--- src/pid_pkg.sv ---
`timescale 1ns / 1ps
// ----------------------------------------------------------------------------
// pid_pkg: shared types and constants of the PID controller step
// Register indexes, result status codes, the configuration bundle, the
// classified sample that travels from the front end to the back end, and a
// 32-bit saturation helper.
// ----------------------------------------------------------------------------
package pid_pkg;

	// Register indexes on the configuration write port.
	localparam logic [2:0] REG_PROP_GAIN   = 3'd0;
	localparam logic [2:0] REG_INTEG_GAIN  = 3'd1;
	localparam logic [2:0] REG_DERIV_GAIN  = 3'd2;
	localparam logic [2:0] REG_DERIV_SMOOTH = 3'd3;
	localparam logic [2:0] REG_INTEG_CLAMP = 3'd4;
	localparam logic [2:0] REG_INTEG_SEP   = 3'd5;
	localparam logic [2:0] REG_DEAD_BAND   = 3'd6;
	localparam logic [2:0] REG_SLEW_LIMIT  = 3'd7;

	// Result status codes; the front end tags each sample with the code it
	// will finish with.
	localparam logic [1:0] ST_COMPUTED = 2'd0;
	localparam logic [1:0] ST_HELD     = 2'd1;
	localparam logic [1:0] ST_DISABLED = 2'd2;

	// Default depth of the queue between front and back end.
	localparam int QUEUE_DEPTH = 2;

	typedef struct packed {
		logic signed [15:0] prop_gain;
		logic signed [15:0] integ_gain;
		logic signed [15:0] deriv_gain;
		logic        [15:0] deriv_smoothing;
		logic        [14:0] integ_clamp;
		logic        [15:0] integ_separation;
		logic        [15:0] dead_band;
		logic        [15:0] slew_limit;
	} cfg_t;

	typedef struct packed {
		logic signed [15:0] measurement;
		logic signed [16:0] err;
		logic signed [15:0] out_min;
		logic signed [15:0] out_max;
		logic        [1:0]  kind;
		logic               on_meas;
		logic               integ_ok;
	} item_t;

	function automatic logic signed [31:0] sat32(input logic signed [34:0] v);
		logic signed [31:0] r;
		if (v > 35'sd2147483647) begin
			r = 32'sh7fffffff;
		end else if (v < -35'sd2147483648) begin
			r = 32'sh80000000;
		end else begin
			r = v[31:0];
		end
		return r;
	endfunction

endpackage

--- src/pid_front.sv ---
`timescale 1ns / 1ps
// ----------------------------------------------------------------------------
// pid_front: sample classification
// Forms the control error and tags the sample as disabled, held by the dead
// band, or to be computed, and whether the integrator may run on it.
// ----------------------------------------------------------------------------
module pid_front (
	input  pid_pkg::cfg_t      cfg,
	input  logic signed [15:0] measurement,
	input  logic signed [15:0] setpoint,
	input  logic signed [15:0] out_min,
	input  logic signed [15:0] out_max,
	input  logic               enable,
	input  logic               deriv_on_measurement,
	output pid_pkg::item_t     item
);

	logic signed [16:0] err;
	logic        [16:0] err_mag;
	logic               held;

	assign err     = 17'(setpoint) - 17'(measurement);
	// Magnitude of -65536 is 65536, still representable unsigned in 17 bits.
	assign err_mag = err[16] ? 17'(-err) : 17'(err);
	assign held    = (cfg.dead_band != 16'd0) && (err_mag < {1'b0, cfg.dead_band});

	always_comb begin
		item.measurement = measurement;
		item.err         = err;
		item.out_min     = out_min;
		item.out_max     = out_max;
		item.on_meas     = deriv_on_measurement;
		item.integ_ok    = (cfg.integ_separation == 16'd0) ||
		                   (err_mag <= {1'b0, cfg.integ_separation});
		if (!enable) begin
			item.kind = pid_pkg::ST_DISABLED;
		end else if (held) begin
			item.kind = pid_pkg::ST_HELD;
		end else begin
			item.kind = pid_pkg::ST_COMPUTED;
		end
	end

endmodule

--- config.mk ---
export PLATFORM = sky130hd
export DESIGN_NAME = pid_front
export DESIGN_NICKNAME = d
export VERILOG_FILES = /design/src/pid_pkg.sv /design/src/pid_front.sv
export SDC_FILE = /design/constraint.sdc
export NUM_CORES = 1
export LEC_CHECK = 0
export ABC_AREA = 1
export BUFFER_PORTS_ARGS = -buffer_cell sky130_fd_sc_hd__buf_2
export CORE_AREA = 2 2 102 104
export DETAILED_ROUTE_END_ITERATION = 8
export DIE_AREA = 0 0 104 106
export PLACE_DENSITY = 0.65
export SYNTH_ARGS = -nofsm -noshare
export SYNTH_HDL_FRONTEND = slang
export SYNTH_SLANG_ARGS = --single-unit
--- constraint.sdc ---
create_clock -name vclk -period 4.1
set_input_delay 0.41 -clock vclk [all_inputs]
set_output_delay 0.41 -clock vclk [all_outputs]
set_load 0.02 [all_outputs]
After elaboration in Yosys (flattened, before gate mapping) --
Index checks and enable logic that the tools add are counted.
Storage, ports and cells: input port bits 193, flip-flop bits (word level) 0
Operators by class: $add $sub $neg 2, reduce and logical (&&, ||, !) cells 4, mux-type cells 3, $lt $le $gt $ge 2
Operator list (number):
- $le 17x16->1 | 1
- $lt 17x16->1 | 1
- $mux 17 | 1
- $neg 17->17 | 1
- $sub 16x16->17 | 1
- $logic_not 16->1 | 1
- $reduce_bool 16->1 | 1
- $mux 2 | 1
- $logic_and 1x1->1 | 1
- $logic_or 1x1->1 | 1
- $mux 1 | 1

Depth between registers and ports, before layout --
Gate-level depths: netlist (run 1).
word-level depth 7, mapped depth 33, gate-level depth less buffers 32

Least setup slack after synthesis (run 1) --
No wires, ideal clock.
path kind input port to output port, start in setpoint[0], end out item[2] in the netlist's numbering, data required time 3.690 ns, data arrival time 3.589 ns, path buffers 0, cell stages on the path 26, setup slack 0.101 ns, path through inv_1 ha_1 inv_1 fa_1 inv_1 ha_1 inv_1 nor2_1 nand3_2 nor2_1 nand2_2 nor2_4 nand2_2 nand2_1 xor2_1 inv_1 ha_1 a21oi_1 nor3_1 a211oi_1 nand2_1 nand2_1 nand2_1 nand2_1 nand2_1 nor2_1
RTL lines:
- start: declaration | RTL line pid_front.sv:10 | input logic signed [15:0] setpoint,
- end: declaration | RTL line pid_front.sv:15 | output pid_pkg::item_t item

==> impl_metrics.csv, run 1 <==
group,metric,value,unit
outcome,outcome,"finished, final reports clean",
logic_synthesis,synth_xor_area_frac,0.0335,
floorplanning,start_util,0.288,
sta,worst_pin_slew,0.390,ns
placement,portBuffers,101,
layout,clock_buffer_count,0,
route,viasPerCell,4.29,
worst_setup_path,path_buf_inv,7,
placement,finalWeightedCongestion,0.867,
sta,setup_viol,0,
worst_setup_path,critPathSlowestCell,"fa_2",
global_route,grt_pass1_vias,2925,
sta,relSlewSlack,0.737,
layout,final_area,3530,um2
worst_setup_path,max_stage_delay,0.45,ns
layout,drive_above_1_share,0.311,
logic_synthesis,yosys_warnings,0,
logic_synthesis,muxShareOfSynthArea,0,
worst_hold_path,min-delay-start,"out_min[6]",
floorplanning,dieArea,11000,um2
logic_synthesis,synth_area,2880,um2
global_route,grt_first_pass_wirelength,13000,um
power,power_density,243,nW/um2
route,drtAntennaViolNets,0,
logic_synthesis,synth_fa_ha_area_frac,0.216,
worst_setup_path,cp_common_cell,"nand2_1",
worst_setup_path,crit_fanout,3,
layout,seqCellArea,0,um2
logic_synthesis,avgSynthCellArea,5.52,um2
logic_synthesis,yosysSeqAreaShare,0,
global_route,grt_max_degree,9,
worst_setup_path,crit_arrival,3.59,ns
route,dr_total_vias,3111,
sta,final.period_utilization,0.975,
floorplanning,die_y,106,um
floorplanning,core,10000,um2
floorplanning,ios,262,
floorplanning,rows,37,
layout,nets,833,
logic_synthesis,syn-num-nets,763,
worst_setup_path,required,3.69,ns
worst_hold_path,min_path_type,"input port to output port",
placement,place_area,3270,um2
global_route,track_usage,0.140,
placement,dpl.hpwl,7130,um
power,vdd_drop_max,0.0991,mV
route,dr.pass1.iters,4,
logic_synthesis,synth-compound-area-share,0.0544,
logic_synthesis,synth_top_family_by_area,"simple AND/OR/NAND/NOR gates",
logic_synthesis,yosysUniqueCellTypes,30,
route,drt_iter0_drc,86,
layout,diodes,0,
sta,fmax,250,MHz
logic_synthesis,synthCells,521,
sta,hold-worst-slack,0.820,ns
global_route,grt_overflow,0,
sta,finalHoldViolCount,0,
floorplanning,die_width,104,um
logic_synthesis,synthSimpleGateAreaFrac,0.398,
sta,layout_min_cycle_time,4.00,ns
route,avgRoutedWirePerCell,11.0,um
placement,pre_cts_ws,-0.0939,ns
layout,design.seq.count,0,
clock_tree,postCtsHoldBufs,0,
power,p_leak,2.20,nW
global_route,grt_antenna_before_repair,0,
route,remaining_drc_errors,0,
flow_run,drv_cap,0,
worst_setup_path,crit_type,"input port to output port",
sta,drv_slew,0,
route,routed_wl,7950,um
sta,rsz0062_at_grt,"true",
worst_setup_path,crit_path_start_kind,"input port",
worst_setup_path,end_kind,"output port",
worst_setup_path,startpoint,"setpoint[0]",
layout,area_growth_syn_to_layout,22.6,%
power,total_power,0.000858,W
sta,fin_ws,0.102,ns
worst_setup_path,path_delay_family,"simple AND/OR/NAND/NOR gates",
layout,n_fill_cell,1184,
cells in the final DEF, fill, tap and decap left out, types with 2 or more instances in the layout:
cell type	n
a211oi_2	2
a21oi_1	15
a21oi_2	2
buf_2	97
buf_4	18
buf_6	3
ha_1	39
ha_2	2
ha_4	7
inv_1	113
inv_2	10
inv_4	2
nand2_1	144
nand2_2	12
nand2_4	3
nand3_1	30
nand3_2	6
nand4_1	9
nor2_1	26
nor2_2	9
nor2_4	3
nor3_1	4
nor3_2	2
nor4_1	6
o21ai_0	4
o21bai_1	2
xnor2_1	4
xor2_1	5
xor2_2	2
Yosys cell counts:
cell type	number	area, um2
nand3b_1	1	7.51
o21ai_0	4	20.0
nand2_2	12	75.1
and2_1	1	6.26
buf_8	1	15.0
nor3_2	1	10.0
a311oi_1	1	8.76
nand2_4	2	22.5
a21oi_1	18	90.1
inv_1	121	454
nand4_1	9	56.3
clkinv_1	1	3.75
o21bai_1	2	15.0
ha_1	48	601
inv_2	3	11.3
xor2_1	7	61.3
nor3_1	6	30.0
nand3_1	33	165
a211oi_1	2	15.0
nor2_4	1	11.3
o211ai_1	1	7.51
inv_4	1	6.26
fa_1	1	20.0
nor4_1	6	37.5
nor2_2	4	25.0
nand2_1	145	544
xnor2_1	4	35.0
nor2_1	33	124
nand3_2	3	30.0
buf_4	49	368
through the flow:
stage	instances	util	setup TNS, ns
3_3_place_gp	721	0.327	-0.0777
3_5_place_dp	721	0.327	-0.158
2_1_floorplan	521	-	0
5_1_grt	725	0.353	-0.383
4_1_cts	722	0.332	0
6_report	725	0.353	0
area by class of cell:
class              count  area (um2)  area share
inverters            126         478       0.136
repair buffers       118         654       0.186
multi-input cells    345        2220       0.631
well taps            136         170      0.0483
where the power goes:
group / total, W / switching (W) / leakage, nW / internal [W]
Sequential: 0 / 0 / 0 / 0
Combinational: 0.000858 / 0.000512 / 2.20 / 0.000346
Clock: 0 / 0 / 0 / 0
worst paths after layout:
check                  end  slack (ns)  cells past startpoint
setup / recovery   item[2]        0.10                     28
hold / removal    item[26]        0.82                      0
routing by layer:
layer  part of all wire  global-route usage
met3              0.086              0.0294
met1               0.46               0.175
met4              0.018              0.0232
met2               0.44               0.252
met5                  0                   0
logic make-up (layout without fill, tap and decap cells):
kind of cell / Yosys count / after routing
fa+ha+maj: 49 / 49
compound gates: 28 / 28
buf+inv: 176 / 244
xor+xnor: 11 / 11
simple gates: 257 / 257
repair_timing:
| item | 4_1_cts | 5_1_grt |
|---|---|---|
| cloned | 0 | 0 |
| resized for setup | 9 | 43 |
| buffers inserted | 1 | 3 |
| setup endpoints to repair | 2 | 2 |
| pin swaps | 6 | 26 |
No activity file was read; power rests on OpenSTA's default activity.
==> run 2: changes to the inputs <==
Settings changed: PLACE_DENSITY 0.65 to 0.66.
==> run 2 against run 1 <==
Routed wire length rose by 0.78%. Worst hold slack is essentially flat. Sequential share of layout area unchanged. Worst setup slack better by 0.11 ns. Die area unchanged. Non-clock buffer count up 1. Global-route usage up 0.32 points. Total power grew 0.61%. Combinational power rose by 0.6%. Critical path type unchanged.
==> impl_metrics.csv, run 2 (synthesis results as in run 1) <==
group,metric,value,unit
layout,seqCellArea,0,um2
worst_setup_path,crit_path_start_kind,"input port",
floorplanning,die_y,106,um
worst_setup_path,cp_common_cell,"nand2_1",
route,dr.pass1.iters,4,
sta,setup_viol,0,
global_route,grt_first_pass_wirelength,13200,um
placement,dpl.hpwl,7200,um
floorplanning,rows,37,
floorplanning,ios,262,
floorplanning,core,10000,um2
route,drt_iter0_drc,62,
layout,final_common_cell,"nand2_1",
layout,design.seq.count,0,
layout,mostFrequentLayoutCells,"nand2_1, inv_1, buf_2, ha_1, nand3_1",
worst_hold_path,min_path_type,"input port to output port",
global_route,use_met2,0.247,
clock_tree,postCtsHoldBufs,0,
worst_setup_path,required,3.69,ns
route,avgRoutedWirePerCell,11.0,um
sta,rsz0062_at_grt,"true",
sta,relSlewSlack,0.692,
layout,stdcell_count,726,
sta,drv_slew,0,
placement,dp_cells,723,
floorplanning,die_width,104,um
layout,drive_above_1_share,0.329,
layout,area_growth_syn_to_layout,25.4,%
sta,finalHoldViolCount,0,
worst_setup_path,path_delay_family,"simple AND/OR/NAND/NOR gates",
global_route,grt_use_met3,0.0276,
route,dr_total_vias,3118,
layout,nets,834,
worst_setup_path,critPathSlowestCell,"fa_2",
global_route,grt-busiest-layer,"met2",
sta,final.period_utilization,0.949,
global_route,grt_antenna_before_repair,0,
flow_run,drv_cap,0,
sta,layout_min_cycle_time,3.89,ns
worst_setup_path,crit_fanout,4,
placement,portBuffers,101,
worst_setup_path,end_kind,"output port",
worst_setup_path,crit_type,"input port to output port",
global_route,grt_overflow,0,
sta,hold-worst-slack,0.820,ns
worst_setup_path,path_buf_inv,6,
route,remaining_drc_errors,0,
route,drtAntennaViolNets,0,
global_route,grt_max_degree,9,
layout,diodes,0,
power,p_leak,2.20,nW
floorplanning,start_util,0.288,
worst_setup_path,max_stage_delay,0.36,ns
power,vdd_drop_max,0.0876,mV
route,viasPerCell,4.29,
layout,clock_buffer_count,0,
power,total_power,0.000863,W
global_route,grt_pass1_vias,2908,
worst_setup_path,crit_arrival,3.48,ns
sta,fmax,257,MHz
outcome,outcome,"finished, final reports clean",
sta,worst_pin_slew,0.458,ns
global_route,track_usage,0.143,
global_route,grt_use_met1,0.182,
floorplanning,dieArea,11000,um2
placement,finalWeightedCongestion,0.886,
power,power_density,239,nW/um2
route,routed_wl,8010,um
-- run 2: cell types whose count changed in the layout (fill, tap and decap cells not counted), sizes merged --
cell  before  now
buf      118  119
-- run 2: worst paths after layout --
check | startpoint | cells after the start | slack (ns) | to
min | out_max[10] | 0 | 0.82 | item[14]
max | setpoint[0] | 31 | 0.21 | item[0]
-- run 2: where the power goes --
| group | internal, W | switching [W] |
|---|---|---|
| registers | 0 | 0 |
| clock network | 0 | 0 |
| logic | 0.000351 | 0.000513 |
| total | 0.000351 | 0.000513 |
-- run 2: metal layers --
metal / vias to the layer above / share of wire
met1: 1305 / 0.46
met3: 16 / 0.079
met5: - / 0
met2: 100 / 0.43
li1: 1697 / -
met4: 0 / 0.033
-- run 2: final cells by class --
type / instances / area (um2)
Inverter: 126 / 480
Timing Repair Buffer: 119 / 669
Tap cell: 136 / 170
Multi-Input combinational cell: 345 / 2290
Fill cell: 1149 / 6390
-- run 2: timing repair --
action | CTS | global route
gates resized for setup | 20 | 47
hold endpoints to repair | 0 | 0
pin swaps | 9 | 21
buffers inserted | 2 | 2
endpoints found under the setup margin | 2 | 2
-- run 2: per-stage QoR --
stage          TNS [ns]  utilization  setup WS, ns  instance area (um2)
4_1_cts               0        0.338       0.00513                 3380
3_3_place_gp     -0.163        0.328        -0.106                 3280
2_1_floorplan         0            -         0.101                 2880
3_5_place_dp     -0.239        0.328        -0.126                 3280
5_1_grt          -0.213        0.361        -0.123                 3610
6_report              0        0.361         0.210                 3610
==> run 3: changes to the inputs <==
Settings changed: BUFFER_PORTS_ARGS -buffer_cell sky130_fd_sc_hd__buf_2 to default, CORE_AREA 2 2 102 104 to 2 2 101 103, DIE_AREA 0 0 104 106 to 0 0 103 105, DONT_BUFFER_PORTS from default to 1, PLACE_DENSITY 0.66 to 0.44.
==> run 3 against run 2 <==
Clock-buffer cell count is the same. First-iteration DRC count grew 24%. Die area shrank 1.9%. Worst setup slack gained 0.0051 ns. Global-route usage shrank 1.1 points. Via count shrank 10%. Cell count shrank 15%. Critical path type unchanged.
==> impl_metrics.csv, run 3 (synthesis results as in run 1) <==
group,metric,value,unit
outcome,outcome,"finished, final reports clean",
worst_hold_path,whs_path_depth,0,
floorplanning,core,9640,um2
sta,final.period_utilization,0.947,
route,remaining_drc_errors,0,
route,dr_total_vias,2806,
worst_hold_path,min_path_type,"input port to output port",
route,dr.pass1.iters,4,
layout,clock_buffer_count,0,
placement,finalWeightedCongestion,0.850,
global_route,grt_overflow,0,
layout,final_area,3040,um2
sta,worst_pin_slew,0.518,ns
layout,drive_above_1_share,0.177,
flow_run,drv_cap,0,
global_route,grt_use_met1,0.176,
floorplanning,dieArea,10800,um2
power,power_density,253,nW/um2
sta,fmax,257,MHz
layout,design.seq.count,0,
global_route,track_usage,0.132,
placement,place_area,2750,um2
worst_setup_path,end_kind,"output port",
power,vdd_drop_max,0.0751,mV
sta,layout_min_cycle_time,3.88,ns
global_route,use_met2,0.230,
global_route,grt_max_degree,9,
worst_hold_path,min_to,"item[16]",
global_route,grt_antenna_before_repair,0,
route,drtAntennaViolNets,0,
global_route,grt_use_met3,0.0234,
route,avgRoutedWirePerCell,12.3,um
floorplanning,die_y,105,um
sta,relSlewSlack,0.651,
floorplanning,start_util,0.298,
global_route,grt_pass1_vias,2694,
route,routed_wl,7650,um
sta,hold-worst-slack,0.820,ns
clock_tree,postCtsHoldBufs,0,
worst_setup_path,crit_path_start_kind,"input port",
worst_setup_path,required,3.69,ns
worst_setup_path,critPathSlowestCell,"fa_2",
layout,mostFrequentLayoutCells,"nand2_1, inv_1, ha_1, nor2_1, nand3_1",
sta,drv_slew,0,
layout,n_fill_cell,1124,
floorplanning,rows,36,
worst_setup_path,crit_fanout,3,
worst_setup_path,max_stage_delay,0.47,ns
sta,finalHoldViolCount,0,
worst_setup_path,startpoint,"setpoint[0]",
worst_setup_path,cp_common_cell,"nand2_1",
global_route,grt_first_pass_wirelength,12000,um
global_route,grt-busiest-layer,"met2",
floorplanning,ios,262,
worst_hold_path,min-delay-start,"out_max[12]",
layout,area_growth_syn_to_layout,5.79,%
layout,seqCellArea,0,um2
floorplanning,die_width,103,um
placement,portBuffers,0,
sta,setup_viol,0,
route,viasPerCell,4.53,
placement,dpl.hpwl,6830,um
route,drt_iter0_drc,77,
layout,nets,731,
power,p_leak,1.79,nW
worst_setup_path,crit_arrival,3.47,ns
layout,diodes,0,
layout,postLayoutCoreUtil,0.316,
layout,final_common_cell,"nand2_1",
worst_setup_path,crit_type,"input port to output port",
==> run 3: changes by cell type in the layout (fill, tap and decap cells not counted), moves of 3 or more <==
| cell | delta |
|---|---|
| inv_1 | +3 |
| ha_1 | +4 |
| buf_2 | -97 |
| nor3_1 | -3 |
| nor3_2 | +3 |
| inv_2 | -3 |
| buf_4 | -4 |
| ha_4 | -3 |
| xor2_2 | +3 |
==> run 3: worst max-delay path by stage <==
stage,endpoint,depth (start not counted),slack (ns)
CTS,item[2],27,0.05
detailed placement,item[2],27,0.06
global route,item[2],27,-0.05
global placement,item[2],27,0.09
floorplan,item[2],26,0.10
finish,item[2],27,0.22
==> run 3: what timing repair did <==
item,CTS,global route
endpoints found under the setup margin,0,2
endpoints found under the hold margin,0,0
setup buffers,0,4
resized for setup,0,55
==> run 3: area by class of cell <==
cell class,count,area (um2),area share
well taps,133,166,0.0547
inverters,126,480,0.158
multi-input cells,345,2270,0.745
repair buffers,16,128,0.0419
==> run 3: layer usage <==
layer  wire [um]  vias up  share of wire
li1            -     1482              -
met1        3450     1213           0.45
met2        3590      103           0.47
met3         574        8          0.075
met4          29        0         0.0038
met5           0        -              0
==> run 3: report_power, final <==
part           total, W  switching (W)  internal, W
clock network         0              0            0
registers             0              0            0
logic          0.000770       0.000485     0.000286
total          0.000770       0.000485     0.000286
==> run 3: critical path, delay by kind of cell <==
kind / cells / cell delay [ns]
buffers and inverters: 6 / 0.43
adders and majority gates: 4 / 0.98
xor gates and xnor gates: 1 / 0.14
and+or+nand+nor: 14 / 1.17
AOI/OAI and AO/OA: 2 / 0.35
==> run 3: stage by stage <==
stage	power [W]	setup slack (ns)	cells	TNS, ns
after global placement	0.000652	0.0881	616	0
after CTS	0.000672	0.0486	616	0
final	0.000770	0.215	620	0
after global routing	0.000880	-0.0451	620	-0.0803
after detailed placement	0.000670	0.0593	616	0
after floorplan	0.000588	0.101	521	0
