<file path="src/pid_pkg.sv">
`timescale 1ns / 1ps
// ----------------------------------------------------------------------------
// pid_pkg: shared types and constants of the PID controller step
// Register indexes, result status codes, the configuration bundle, the
// classified sample that travels from the front end to the back end, and a
// 32-bit saturation helper.
// ----------------------------------------------------------------------------
package pid_pkg;

	// Register indexes on the configuration write port.
	localparam logic [2:0] REG_PROP_GAIN   = 3'd0;
	localparam logic [2:0] REG_INTEG_GAIN  = 3'd1;
	localparam logic [2:0] REG_DERIV_GAIN  = 3'd2;
	localparam logic [2:0] REG_DERIV_SMOOTH = 3'd3;
	localparam logic [2:0] REG_INTEG_CLAMP = 3'd4;
	localparam logic [2:0] REG_INTEG_SEP   = 3'd5;
	localparam logic [2:0] REG_DEAD_BAND   = 3'd6;
	localparam logic [2:0] REG_SLEW_LIMIT  = 3'd7;

	// Result status codes; the front end tags each sample with the code it
	// will finish with.
	localparam logic [1:0] ST_COMPUTED = 2'd0;
	localparam logic [1:0] ST_HELD     = 2'd1;
	localparam logic [1:0] ST_DISABLED = 2'd2;

	// Default depth of the queue between front and back end.
	localparam int QUEUE_DEPTH = 2;

	typedef struct packed {
		logic signed [15:0] prop_gain;
		logic signed [15:0] integ_gain;
		logic signed [15:0] deriv_gain;
		logic        [15:0] deriv_smoothing;
		logic        [14:0] integ_clamp;
		logic        [15:0] integ_separation;
		logic        [15:0] dead_band;
		logic        [15:0] slew_limit;
	} cfg_t;

	typedef struct packed {
		logic signed [15:0] measurement;
		logic signed [16:0] err;
		logic signed [15:0] out_min;
		logic signed [15:0] out_max;
		logic        [1:0]  kind;
		logic               on_meas;
		logic               integ_ok;
	} item_t;

	function automatic logic signed [31:0] sat32(input logic signed [34:0] v);
		logic signed [31:0] r;
		if (v > 35'sd2147483647) begin
			r = 32'sh7fffffff;
		end else if (v < -35'sd2147483648) begin
			r = 32'sh80000000;
		end else begin
			r = v[31:0];
		end
		return r;
	endfunction

endpackage

</file>
<file path="src/pid_queue.sv">
`timescale 1ns / 1ps
// ----------------------------------------------------------------------------
// pid_queue: queue of classified samples
// A small circular buffer that lets the front end keep taking samples while
// the back end is busy.
// ----------------------------------------------------------------------------
module pid_queue #(
	parameter int DEPTH = pid_pkg::QUEUE_DEPTH
) (
	input  logic           clk,
	input  logic           arst_n,
	input  logic           wr_en,
	input  pid_pkg::item_t wr_item,
	output logic           full,
	input  logic           rd_en,
	output pid_pkg::item_t rd_item,
	output logic           empty
);

	localparam int PW = $clog2(DEPTH);
	localparam int CW = $clog2(DEPTH + 1);

	pid_pkg::item_t mem_q [DEPTH];
	logic [PW-1:0]  wr_ptr_q;
	logic [PW-1:0]  rd_ptr_q;
	logic [CW-1:0]  count_q;

	assign full    = (count_q == CW'(DEPTH));
	assign empty   = (count_q == '0);
	assign rd_item = mem_q[rd_ptr_q];

	always_ff @(posedge clk) begin
		if (wr_en) begin
			mem_q[wr_ptr_q] <= wr_item;
		end
	end

	always_ff @(posedge clk or negedge arst_n) begin
		if (!arst_n) begin
			wr_ptr_q <= '0;
			rd_ptr_q <= '0;
			count_q  <= '0;
		end else begin
			if (wr_en) begin
				wr_ptr_q <= (wr_ptr_q == PW'(DEPTH - 1)) ? '0 : wr_ptr_q + 1'b1;
			end
			if (rd_en) begin
				rd_ptr_q <= (rd_ptr_q == PW'(DEPTH - 1)) ? '0 : rd_ptr_q + 1'b1;
			end
			if (wr_en && !rd_en) begin
				count_q <= count_q + 1'b1;
			end else if (!wr_en && rd_en) begin
				count_q <= count_q - 1'b1;
			end
		end
	end

endmodule

</file>
<file path="config.mk">
export PLATFORM = sky130hd
export DESIGN_NAME = pid_queue
export DESIGN_NICKNAME = d
export VERILOG_FILES = /design/src/pid_pkg.sv /design/src/pid_queue.sv
export SDC_FILE = /design/constraint.sdc
export NUM_CORES = 1
export LEC_CHECK = 0
export CORE_MARGIN = 3
export CORE_UTILIZATION = 56
export CTS_CLUSTER_SIZE = 40
export DETAILED_ROUTE_END_ITERATION = 8
export DONT_BUFFER_PORTS = 1
export MAX_ROUTING_LAYER = met4
export PLACE_DENSITY = 0.77
export SLEW_MARGIN = 15
export SYNTH_ARGS = -nofsm -noshare
export SYNTH_HDL_FRONTEND = slang
export SYNTH_SLANG_ARGS = --single-unit
</file>
<file path="constraint.sdc">
create_clock -name clk -period 3.77 [get_ports clk]
set_input_delay 0.377 -clock clk [delete_from_list [all_inputs] [get_ports clk]]
set_output_delay 0.377 -clock clk [all_outputs]
set_load 0.02 [all_outputs]
</file>
==> Word-level counts from Yosys, hierarchy flattened <==
Memories as Yosys holds them, arrays and structs flattened.
Cells that the tools add are included.
{ "totals": {"n_memories": 1, "ram_bits": 138, "elab_cells": 21, "input_bits": 73, "ff_bits": 4, "output_inout_bits": 71} }
{ "classes": {"add_sub_neg": 4, "reduce_logical": 6, "mux": 6, "eq_ne": 1} }
{ "mem_list": {"columns": ["name", "words", "word_bits", "read_ports", "rd_ports_with_merged_regs", "wr", "line_no", "text"], "rows": [
  ["mem_q", 2, 69, 1, 0, 1, "pid_queue.sv:23", "pid_pkg::item_t mem_q [DEPTH];"]
]} }
{ "op_table": {"columns": ["cell", "n"], "rows": [
  ["1-bit 2-to-1 mux", 4],
  ["2-bit 2-to-1 mux", 2],
  ["1-bit adder, second input constant", 2],
  ["2-bit by 1-bit adder with 2-bit output, second input constant", 1],
  ["2-bit equality test, second input constant", 1],
  ["1-bit logical AND", 2],
  ["1-bit logical NOT", 2],
  ["2-bit logical NOT", 1],
  ["2-bit nonzero test", 1],
  ["2-bit by 1-bit subtractor with 2-bit output, second input constant", 1]
]} }

==> Depth between registers and ports, before layout <==
Gate-level depths: netlist of run 1.
{ "depth": {"ltp_word": 4, "mapped_depth": 5, "mapped_depth_nobuf": 5} }

==> Worst setup path before layout of run 1 <==
OpenSTA, ideal clock, no wires.
{ "synth_path": {"path_type": "register to register", "from": "register wr_ptr_q", "to": "memory mem_q[0][0] (netlist bit) (enable)", "setup_time_ps": 505, "path_slack_ps": -202, "synth_period_minus_slack_ps": 3972, "arrival_ps": 3467, "stages_incl_launch_ff": 2, "required_time_ps": 3265, "n_path_buf": 0, "path_cell_list": "dfrtp_1 -> nor2b_1"} }
{ "synth_rtl": {"columns": ["element", "line_no", "text"], "rows": [
  ["from (decl)", "pid_queue.sv:24", "logic [PW-1:0] wr_ptr_q;"],
  ["from (signal assigned)", "pid_queue.sv:45", "wr_ptr_q <= (wr_ptr_q == PW'(DEPTH - 1)) ? '0 : wr_ptr_q + 1'b1;"],
  ["to (decl)", "pid_queue.sv:23", null]
]} }
Straight into the memory's write port.

==> results of run 1 <==
==> sequential cells by signal, indices dropped and copies added (netlist names) <==
signal    flops
count_q       2
mem_q       138
wr_ptr_q      1
rd_ptr_q      1
==> final cells by class <==
cell class	instances	area, µm²	share of cell area, %
Sequential cell	142	4248	61.64
Clock buffer	17	414.1	6.009
Timing Repair Buffer	76	750.7	10.89
Clock inverter	15	182.7	2.651
Antenna cell	1	2.502	0.03631
Inverter	1	3.754	0.05447
Multi-Input combinational cell	80	1129	16.38
Tap cell	129	161.4	2.342
==> through the flow <==
stage          worst slack, ns  instances
2_1_floorplan            1.137        231
6_report                 1.082        461
3_5_place_dp             1.597        356
5_1_grt                 0.9789        461
4_1_cts                  1.038        460
3_3_place_gp             1.628        356
==> cells in the final DEF, fill, tap and decap left out, drive strengths merged <==
cell / instances
dlygate4sd3: 72
clkinvlp: 1
nor2b: 2
nor2: 2
clkinv: 5
inv: 7
edfxtp: 138
dfrtp: 4
buf: 4
bufinv: 3
clkbuf: 17
ha: 1
and2: 1
xnor2: 1
diode: 1
xor2: 4
mux2: 69
==> logic make-up (layout without fill, tap and decap cells) <==
kind of cell,Yosys count,after routing,share of synthesized area [%]
DFF,142,142,76.92
muxes,69,69,18.78
buffers and inverters,9,109,2.812
xor gates and xnor gates,5,5,0.7936
and+or+nand+nor,5,5,0.4763
adders and majority gates,1,1,0.2267
other,0,1,0
==> worst paths after layout <==
kind                           endpoint       start  slack [ns]  cells past startpoint
min reg2reg                  count_q[1]  count_q[1]        0.51                      1
max reg2reg                mem_q[1][35]    wr_ptr_q        2.14                      1
min                            rd_ptr_q      arst_n        0.15                      1
max                         rd_item[18]    rd_ptr_q        1.08                      2
min in group clk             count_q[0]       wr_en        0.17                      2
max in group asynchronous      rd_ptr_q      arst_n        3.42                      1
==> power groups by stage <==
stage / clock [mW] / combinational (mW) / sequential (mW)
finish: 1.65 / 1.50 / 2.33
global route: 1.75 / 1.57 / 2.38
CTS: 1.68 / 1.50 / 2.33
detailed placement: 0 / 1.43 / 2.36
global placement: 0 / 1.41 / 2.35
floorplan: 0 / 1.53 / 2.21
==> routing by layer <==
layer	GRT usage (%)	wire, µm	vias to the layer above
li1	-	-	1085
met1	20.73	3637	1222
met2	30.10	5007	111
met3	7.410	722	16
met4	5.811	169	0
met5	-	0	-
==> key figures, run 1 <==
Timing
  – Worst Skew: ~0.0057 ns
  – Final Setup Violations: 0
  – Final hold violations: 0
  – Setup Total Neg Slack: 0 ns
  – Hold Slack: roughly 0.15 ns
  – Tmin final: between 2 and 3 ns
  – Fin crit share: 71.30%
  – RSZ-0062 raised after global routing: no
  – Max Fclk: 372.0 MHz
  – Fin. max-slew vios: 0
  – Worst slew slack as a fraction of its limit: between 30% and 40%
  – Tightest Pin Transition: between 0.9 and 1 ns

Worst setup path
  – WS Path Type: reg2out
  – Setup crit start kind: flop
  – Crit-path max cell delay: 1.01 ns
  – CP bufs+invs: 1
  – Cell chain of the critical path: buf_4, mux2_4
  – CP max-delay cell: dfrtp_4
  – Cell family contributing the most delay on the critical path: flip-flops
  – Critical Path RT: ~3.4 ns
  – CP Data Arrival Time: around 2.3 ns
  – Max FO, Critical Path: 47
  – CP endpoint kind: output pin

Clocking
  – Clock Root Buffer: clkbuf_8
  – Hold_buf cts: 72
  – Post_cts resized: 0
  – # Post-CTS Setup Buffers: 0
  – Worst skew pair latency: 0.50 ns
  – Clk buf depth: 2
  – H-Tree Depth: 4
  – TritonCTS clock tree: done
  – CTS clk-pin slew, worst paths: roughly 0.060 ns
  – Clock sink count: about 140
  – CTS buffer count: 17

Logic synthesis
  – Synth Cell Area: 5518 µm²
  – Post-synth top area share: approximately 75%
  – Top cells by area, synth: edfxtp_1 75%, mux2_4 19%, buf_12 2.5%, dfrtp_1 1.8%, xor2_1 0.63%
  – Most instantiated cells after synthesis: 138 x edfxtp_1, 69 x mux2_4, 7 x buf_12, 4 x dfrtp_1, 4 x xor2_1
  – Average size of a mapped cell: ~24 µm²
  – Synth cell types: 12
  – Async SR Flop Fraction: 2.817%
  – Sequential fraction of the synthesis area: 76.92%
  – Most numerous cell in the Yosys netlist: edfxtp_1
  – Cell count after synthesis: 231
  – Dominant synthesized flop cell: edfxtp_1
  – Ys Warns: 0
  – Synth Net Count: 305
  – Area leader, netlist: edfxtp_1
  – Post-synth EDFFs: approximately 140
  – Post-synthesis register bit count: 142

Finish
  – Nets@finish: 392
  – Fill count: 529
  – Share of layout cells above drive strength 1: between 30% and 40%
  – Final instance area: ~6900 µm²
  – Core Util, Final: around 73%
  – Layout area overhead: 24.90%

Route
  – Vias/cell: roughly 5.3
  – WL/cell: a little over 20 µm
  – Initial drt markers: 110
  – 1st-pass router iterations: 7
  – Post-route ant nets: 0
  – Post-route DRC: 0
  – Via count: between 2,000 and 2,500
  – Aggregate routed wire length: between 9000 and 10,000 µm

Pwr
  – Clock power frac: between 30% and 40%
  – Pwr Density: about 800 nW/µm²
  – Worst IR drop on VDD: 0.5312 mV
  – Design Power: roughly 5.5 mW
  – Gate power share: ~27%
  – Share of power burned in registers: between 40 and 50%
  – Switching pwr: about 1.7 mW
  – P_leak: about 2.6 nW
  – Power Internal: 3.781 mW
  – Sw Ratio: a little under a third

Floorplanning
  – DIE WIDTH: roughly 110 µm
  – I/O pins: 144
  – Row count: 35
  – Core box area: about 9400 µm²
  – DIE AREA: ~11,000 µm²
  – Initial Utilization: between 50% and 60%
  – Die Span Y: ~110 µm

Status
  – Status: finished, final reports clean

Global routing
  – Global-route wire length before repair: approximately 15,000 µm
  – Overall routing resource usage: 18.36%
  – Largest net degree at the start of global routing: 70
  – Vias in the first global route: between 2,000 and 3,000
  – Initial antenna violation count: 1
  – Grt ovf: 0

Place
  – I/O Buffers: 0
  – Placed cell area: 5572 µm²
  – RePlAce Congestion: just under 0.7

Min path
  – Hold Path Class: in2async

Flow run
  – Total of max-cap violations: 0
Power figures use the tool's default switching activity.
==> inputs of run 2 (changes only) <==
Settings changed: CORE_UTILIZATION 56 to 60, PLACE_DENSITY 0.77 to 0.79.
Clock period 3.77 ns to 2.7 ns, I/O delays scaled along.
==> run 2 against run 1 <==
Critical path depth did not move. Largest power group unchanged. Wire length rose by 0.71%. Largest cell class unchanged. Utilization rose by 4.8 points. Die area fell by 6.3%. Hold slack got worse by 0.10 ns. Flip-flop and latch count did not move. Clock skew barely moved.
==> key figures, run 2 (synthesis gave the netlist of run 1 again) <==
Place
  – Placed wire-length estimate: approximately 5500 µm
  – I/O Buffers: 0 (unchanged)
  – RePlAce Congestion: 0.6788 (was 0.6899)

Worst setup path
  – CP Data Arrival Time: 2.02 ns (was 2.31 ns)
  – Setup crit start kind: flop (unchanged)
  – Critical Path RT: 2.43 ns (was 3.39 ns)
  – Max FO, Critical Path: 23 (was 47)
  – CP endpoint kind: output pin (unchanged)
  – WS Path Type: reg2out (unchanged)

Clocking
  – Clk buf depth: 2 (unchanged)
  – CTS buffer count: 17 (unchanged)
  – Worst skew pair latency: 0.50 ns (about the same)
  – Hold_buf cts: 72 (unchanged)
  – H-Tree Depth: 4 (unchanged)
  – CTS clk-pin slew, worst paths: 0.06 ns (about the same)
  – Post_cts resized: 0 (unchanged)
  – # Post-CTS Setup Buffers: 0 (unchanged)
  – TritonCTS clock tree: done (unchanged)
  – Clock sink count: 142 (unchanged)
  – Clock Root Buffer: clkbuf_8 (unchanged)

Pwr
  – Pwr Density: 1105 nW/µm² (was 796.2 nW/µm²)
  – Worst IR drop on VDD: 0.8686 mV (was 0.5312 mV)
  – P_leak: 2.568 nW (was 2.571 nW)
  – Design Power: 7.591 mW (was 5.487 mW)

Route
  – Post-route DRC: 0 (unchanged)
  – Post-route ant nets: 0 (unchanged)
  – Via count: 2,348 (was 2,434)
  – WL/cell: 21.93 µm (was 20.69 µm)
  – Initial drt markers: 96 (was 110)
  – 1st-pass router iterations: 4 (was 7)
  – Vias/cell: 5.361 (was 5.280)
  – Aggregate routed wire length: 9604 µm (was 9536 µm)

Timing
  – Tmin final: 2.286 ns
  – Setup Total Neg Slack: 0 ns (unchanged)
  – Hold Slack: 0.04540 ns (was 0.1470 ns)
  – Worst Skew: 0.005563 ns (was 0.005680 ns)
  – Fin. max-slew vios: 0 (unchanged)
  – Tightest Pin Transition: 0.5617 ns (was 0.9329 ns)
  – Max Fclk: ~440 MHz
  – RSZ-0062 raised after global routing: no (unchanged)
  – Final Setup Violations: 0 (unchanged)
  – Final hold violations: 0 (unchanged)
  – Fin crit share: 84.68%
  – Worst slew slack as a fraction of its limit: 62.56% (was 37.81%)

Floorplanning
  – DIE WIDTH: 101.9 µm (was 105.3 µm)
  – Die Span Y: 101.9 µm (was 105.3 µm)
  – Initial Utilization: 62.66% (was 58.60%)
  – I/O pins: 144 (unchanged)
  – Core box area: 8806 µm² (was 9415 µm²)
  – Row count: 34 (was 35)
  – DIE AREA: 10,380 µm² (was 11,080 µm²)

Finish
  – Commonest non-fill, non-tap cells in the layout: 138 x edfxtp_1, 72 x dlygate4sd3_1, 69 x mux2_4, 16 x clkbuf_16, 4 x xor2_1 (was 138 x edfxtp_1, 72 x dlygate4sd3_1, 69 x mux2_4, 16 x clkbuf_16, 5 x inv_6)
  – Nets@finish: 392 (unchanged)
  – Share of layout cells above drive strength 1: 31.21% (was 32.02%)
  – ANT cells: 0 (was 1)
  – Biggest regs: mem_q: 138 flops, count_q: 2 flops (unchanged)
  – Register bank with the most flops: mem_q (unchanged)
  – Commonest non-fill, non-tap cell in the layout: edfxtp_1 (unchanged)
  – Core Util, Final: 78.03% (was 73.20%)
  – Layout area overhead: 24.54% (was 24.90%)
  – Max reg flops: 138 (unchanged)

Min path
  – Hold Path Class: in2async (unchanged)

Global routing
  – Overall routing resource usage: 19.71% (was 18.36%)
  – Vias in the first global route: 2,499 (was 2,645)
  – Grt ovf: 0 (unchanged)
  – Initial antenna violation count: 0 (was 1)
  – Global-route wire length before repair: 14,150 µm (was 14,630 µm)
  – Largest net degree at the start of global routing: 54 (was 70)

Status
  – Status: finished, final reports clean (unchanged)

Flow run
  – Total of max-cap violations: 0 (unchanged)
run 2: cell types whose count changed in the layout (fill, tap and decap cells not counted):
cell / delta
clkbuf_1: +2
diode_2: -1
buf_4: -3
clkinv_4: +1
buf_12: +3
inv_6: -5
inv_8: -1
clkinv_2: +2
run 2: worst paths after layout:
check,cells after the start,slack [ns],end,startpoint
worst max-delay path,2,0.41,rd_item[37],rd_ptr_q
worst min-delay path,1,0.05,count_q[0],arst_n
worst max register to register,2,1.06,mem_q[0][24],wr_ptr_q
worst min register to register,1,0.52,count_q[1],count_q[1]
max in group asynchronous,1,2.45,rd_ptr_q,arst_n
min in group clk,3,0.05,count_q[0],rd_en
run 2: cell type report:
cell class,instances,area [µm²]
inverter,1,3.754
sequential,142,4248
fill,473,1934
clock buffer,19,421.7
multi-input combinational,80,1129
tap,108,135.1
timing repair buffer,76,788.3
clock inverter,12,146.4
run 2: worst max-delay path: stages (launching register included):
cell	delay, ns
dfrtp_4	0.71
buf_4	0.40
mux2_4	0.38
run 2: report_power, final:
group          total [mW]  switching (mW)  internal, mW
sequential           3.16           0.227          2.93
clock                2.21           0.817          1.39
combinational        2.22            1.27         0.952
run 2: per-stage QoR:
stage / instances / setup slack [ns] / area (µm²)
detailed placement: 335 / 0.9365 / 5583
floorplan: 231 / 0.06652 / 5520
finish: 438 / 0.4137 / 6872
CTS: 438 / 0.3912 / 6872
global placement: 335 / 0.9560 / 5583
global route: 438 / 0.3179 / 6872
run 2: per-layer routing:
metal / vias up / part of all wire, % / global-route usage [%]
met2: 87 / 55 / 33.20
met4: 0 / 0.92 / 6.357
met1: 1171 / 38 / 22.44
li1: 1083 / - / -
met3: 7 / 5.8 / 6.553
met5: - / 0 / -
==> inputs of run 3 (changes only) <==
Settings changed: CORE_UTILIZATION 60 to 56, PLACE_DENSITY 0.79 to 0.77.
Clock period 2.7 ns to 1.9 ns, I/O delays scaled along.
==> run 3 against run 2 <==
Critical path type unchanged. Total power rose by 45%. Clock skew rose by 0.0070 ns. Register-to-register slack got worse by 0.36 ns. Combinational power rose by 54%. First-iteration DRC count rose by 6.3%. Hold slack improved by 0.13 ns. Setup slack got worse by 0.31 ns. Largest cell class unchanged.
==> key figures, run 3 (synthesis gave the netlist of run 1 again) <==
Timing
  – Final hold violations: 0 (unchanged)
  – RSZ-0062 raised after global routing: no (unchanged)
  – Tightest Pin Transition: 0.4399 ns (was 0.5617 ns)
  – Setup Total Neg Slack: 0 ns (unchanged)
  – Fin crit share: a little over nine tenths
  – Final Setup Violations: 0 (unchanged)
  – Max Fclk: ~560 MHz
  – Worst Skew: 0.01255 ns (was 0.005563 ns)
  – Fin. max-slew vios: 0 (unchanged)
  – Tmin final: between 1.5 and 2 ns
  – Worst slew slack as a fraction of its limit: 70.61% (was 62.56%)

Pwr
  – Power Internal: 7.633 mW (was 5.278 mW)
  – Switching pwr: 3.399 mW (was 2.313 mW)
  – Design Power: 11.03 mW (was 7.591 mW)
  – Sw Ratio: 30.81% (was 30.47%)
  – P_leak: 2.608 nW (was 2.568 nW)
  – Clock power frac: 29.3% (was 29.1%)
  – Worst IR drop on VDD: 0.9294 mV (was 0.8686 mV)
  – Pwr Density: 1576 nW/µm² (was 1105 nW/µm²)
  – Share of power burned in registers: 39.7% (was 41.6%)
  – Gate power share: 31.0% (was 29.3%)

Route
  – WL/cell: 20.88 µm (was 21.93 µm)
  – Vias/cell: 5.297 (was 5.361)
  – Post-route DRC: 0 (unchanged)
  – Via count: 2,458 (was 2,348)
  – Aggregate routed wire length: 9688 µm (was 9604 µm)
  – Initial drt markers: 102 (was 96)
  – Post-route ant nets: 0 (unchanged)
  – 1st-pass router iterations: 4 (unchanged)

Status
  – Status: finished, final reports clean (unchanged)

Worst setup path
  – CP Data Arrival Time: 1.60 ns (was 2.02 ns)
  – CP max-delay cell: dfrtp_4 (unchanged)
  – Setup crit start kind: flop (unchanged)
  – Crit-path max cell delay: 0.53 ns (was 0.71 ns)
  – Max FO, Critical Path: 22 (was 23)
  – CP endpoint kind: output pin (unchanged)
  – Reg-to-reg slack, setup: 0.70 ns (was 1.06 ns)
  – WS Path Type: reg2out (unchanged)
  – Worst reg2reg startpoint: wr_ptr_q (unchanged)
  – Cell chain of the critical path: buf_12, mux2_4 (was buf_4, mux2_4)
  – Cell family contributing the most delay on the critical path: flip-flops (unchanged)
  – R2R depth: 2 (unchanged)
  – CP bufs+invs: 1 (unchanged)
  – Worst R2R End: mem_q[0][53] (was mem_q[0][24])
  – Critical Path RT: 1.71 ns (was 2.43 ns)

Finish
  – Register bank with the most flops: mem_q (unchanged)
  – Layout area overhead: 26.83% (was 24.54%)
  – Commonest non-fill, non-tap cell in the layout: edfxtp_1 (unchanged)
  – Share of layout cells above drive strength 1: 32.84% (was 31.21%)
  – Biggest regs: mem_q: 138 flops, count_q: 2 flops (unchanged)
  – Final instance area: 6998 µm² (was 6872 µm²)
  – Core Util, Final: 74.33% (was 78.03%)
  – Fill count: 514 (was 473)
  – Max reg flops: 138 (unchanged)
  – Commonest non-fill, non-tap cells in the layout: 138 x edfxtp_1, 73 x dlygate4sd3_1, 69 x mux2_4, 16 x clkbuf_16, 6 x buf_12 (was 138 x edfxtp_1, 72 x dlygate4sd3_1, 69 x mux2_4, 16 x clkbuf_16, 4 x xor2_1)
  – ANT cells: 0 (unchanged)
  – Nets@finish: 398 (was 392)

Global routing
  – Global-route wire length before repair: 15,250 µm (was 14,150 µm)
  – Largest net degree at the start of global routing: 36 (was 54)
  – Grt ovf: 0 (unchanged)
  – Initial antenna violation count: 0 (unchanged)
  – Vias in the first global route: 2,748 (was 2,499)
  – Overall routing resource usage: 19.07% (was 19.71%)

Place
  – Placed wire-length estimate: 5564 µm (was 5485 µm)
  – I/O Buffers: 0 (unchanged)
  – RePlAce Congestion: 0.7015 (was 0.6788)
  – Placed cell area: 5669 µm² (was 5583 µm²)

Floorplanning
  – Row count: 35 (was 34)
  – Die Span Y: 105.3 µm (was 101.9 µm)
  – Core box area: 9415 µm² (was 8806 µm²)
  – Initial Utilization: 58.60% (was 62.66%)
  – DIE WIDTH: 105.3 µm (was 101.9 µm)
  – I/O pins: 144 (unchanged)
  – DIE AREA: 11,080 µm² (was 10,380 µm²)

Clocking
  – CTS buffer count: 17 (unchanged)
  – Clk buf depth: 2 (unchanged)
  – TritonCTS clock tree: done (unchanged)
  – CTS clk-pin slew, worst paths: 0.06 ns (about the same)
  – Clock Root Buffer: clkbuf_8 (unchanged)
  – Worst skew pair latency: 0.50 ns (about the same)
  – Clock sink count: 142 (unchanged)
  – H-Tree Depth: 4 (unchanged)

Min path
  – Hold Path Class: in2reg (was in2async)
  – Hold_sp: wr_en
  – Hold Path Cell Cnt: 2
  – WHS Endpoint: mem_q[0][67]

Flow run
  – Total of max-cap violations: 0 (unchanged)
-- run 3: changes by cell type in the layout (fill, tap and decap cells not counted) --
cell	previous run	this run
buf_6	0	1
clkinv_4	3	1
inv_6	0	4
clkinv_2	3	1
clkinv_1	2	1
dlygate4sd3_1	72	73
buf_12	3	6
clkbuf_1	2	0
clkinvlp_4	1	3
buf_4	1	2
-- run 3: layout make-up --
cell class	count	area (µm²)	share of cell area (%)
sequential	142	4248	60.70
multi-input combinational	80	1129	16.13
timing repair buffer	82	877.1	12.53
clock buffer	17	414.1	5.918
clock inverter	13	165.2	2.360
tap	129	161.4	2.306
inverter	1	3.754	0.05364
-- run 3: repair_timing --
action                                  CTS  global route
setup buffers                             2             0
resized for setup                         0             1
pin swaps                                 0             0
endpoints found under the hold margin   145             0
hold buffers                             73             0
endpoints found under the setup margin   57            11
-- run 3: per-layer routing --
layer | GRT usage (%) | part of all wire (%) | vias to the layer above
met2 | 31.38 | 53 | 108
li1 | - | - | 1097
met1 | 21.46 | 38 | 1238
met4 | 7.404 | 1.6 | 0
met3 | 6.736 | 6.5 | 15
met5 | - | 0 | -
-- run 3: how the worst max path moves through the flow --
stage	startpoint	endpoint	slack, ns	cells past startpoint
CTS	rd_ptr_q	rd_item[42]	0.04	2
global placement	rd_ptr_q	rd_item[47]	0.42	2
global route	rd_ptr_q	rd_item[39]	0.05	2
finish	rd_ptr_q	rd_item[18]	0.11	2
detailed placement	rd_ptr_q	rd_item[42]	0.40	2
floorplan	wr_ptr_q	mem_q[0][0]	0.03	1
-- run 3: power by group through the flow --
stage	registers, mW	clock network (mW)	logic (mW)
floorplan	4.36	0	3.03
global placement	4.46	0	3.16
detailed placement	4.49	0	3.19
CTS	4.37	3.30	3.43
global route	4.44	3.43	3.57
finish	4.38	3.23	3.42
-- run 3: worst reg2reg max path, delay by kind of cell, from the launching register on --
kind / cells / cell delay, ns
buffers and inverters: 1 / 0.24
flip-flops: 1 / 0.43
AND/OR/NAND/NOR: 1 / 0.19
-- run 3: through the flow --
step | worst slack [ns] | hold slack [ns] | std cells
after CTS | 0.03937 | 0.1585 | 464
after global placement | 0.4229 | -0.1054 | 359
after detailed placement | 0.4003 | -0.1054 | 359
final | 0.1070 | 0.1737 | 464
after floorplan | 0.02925 | -0.1056 | 231
after global routing | 0.04794 | 0.1550 | 464
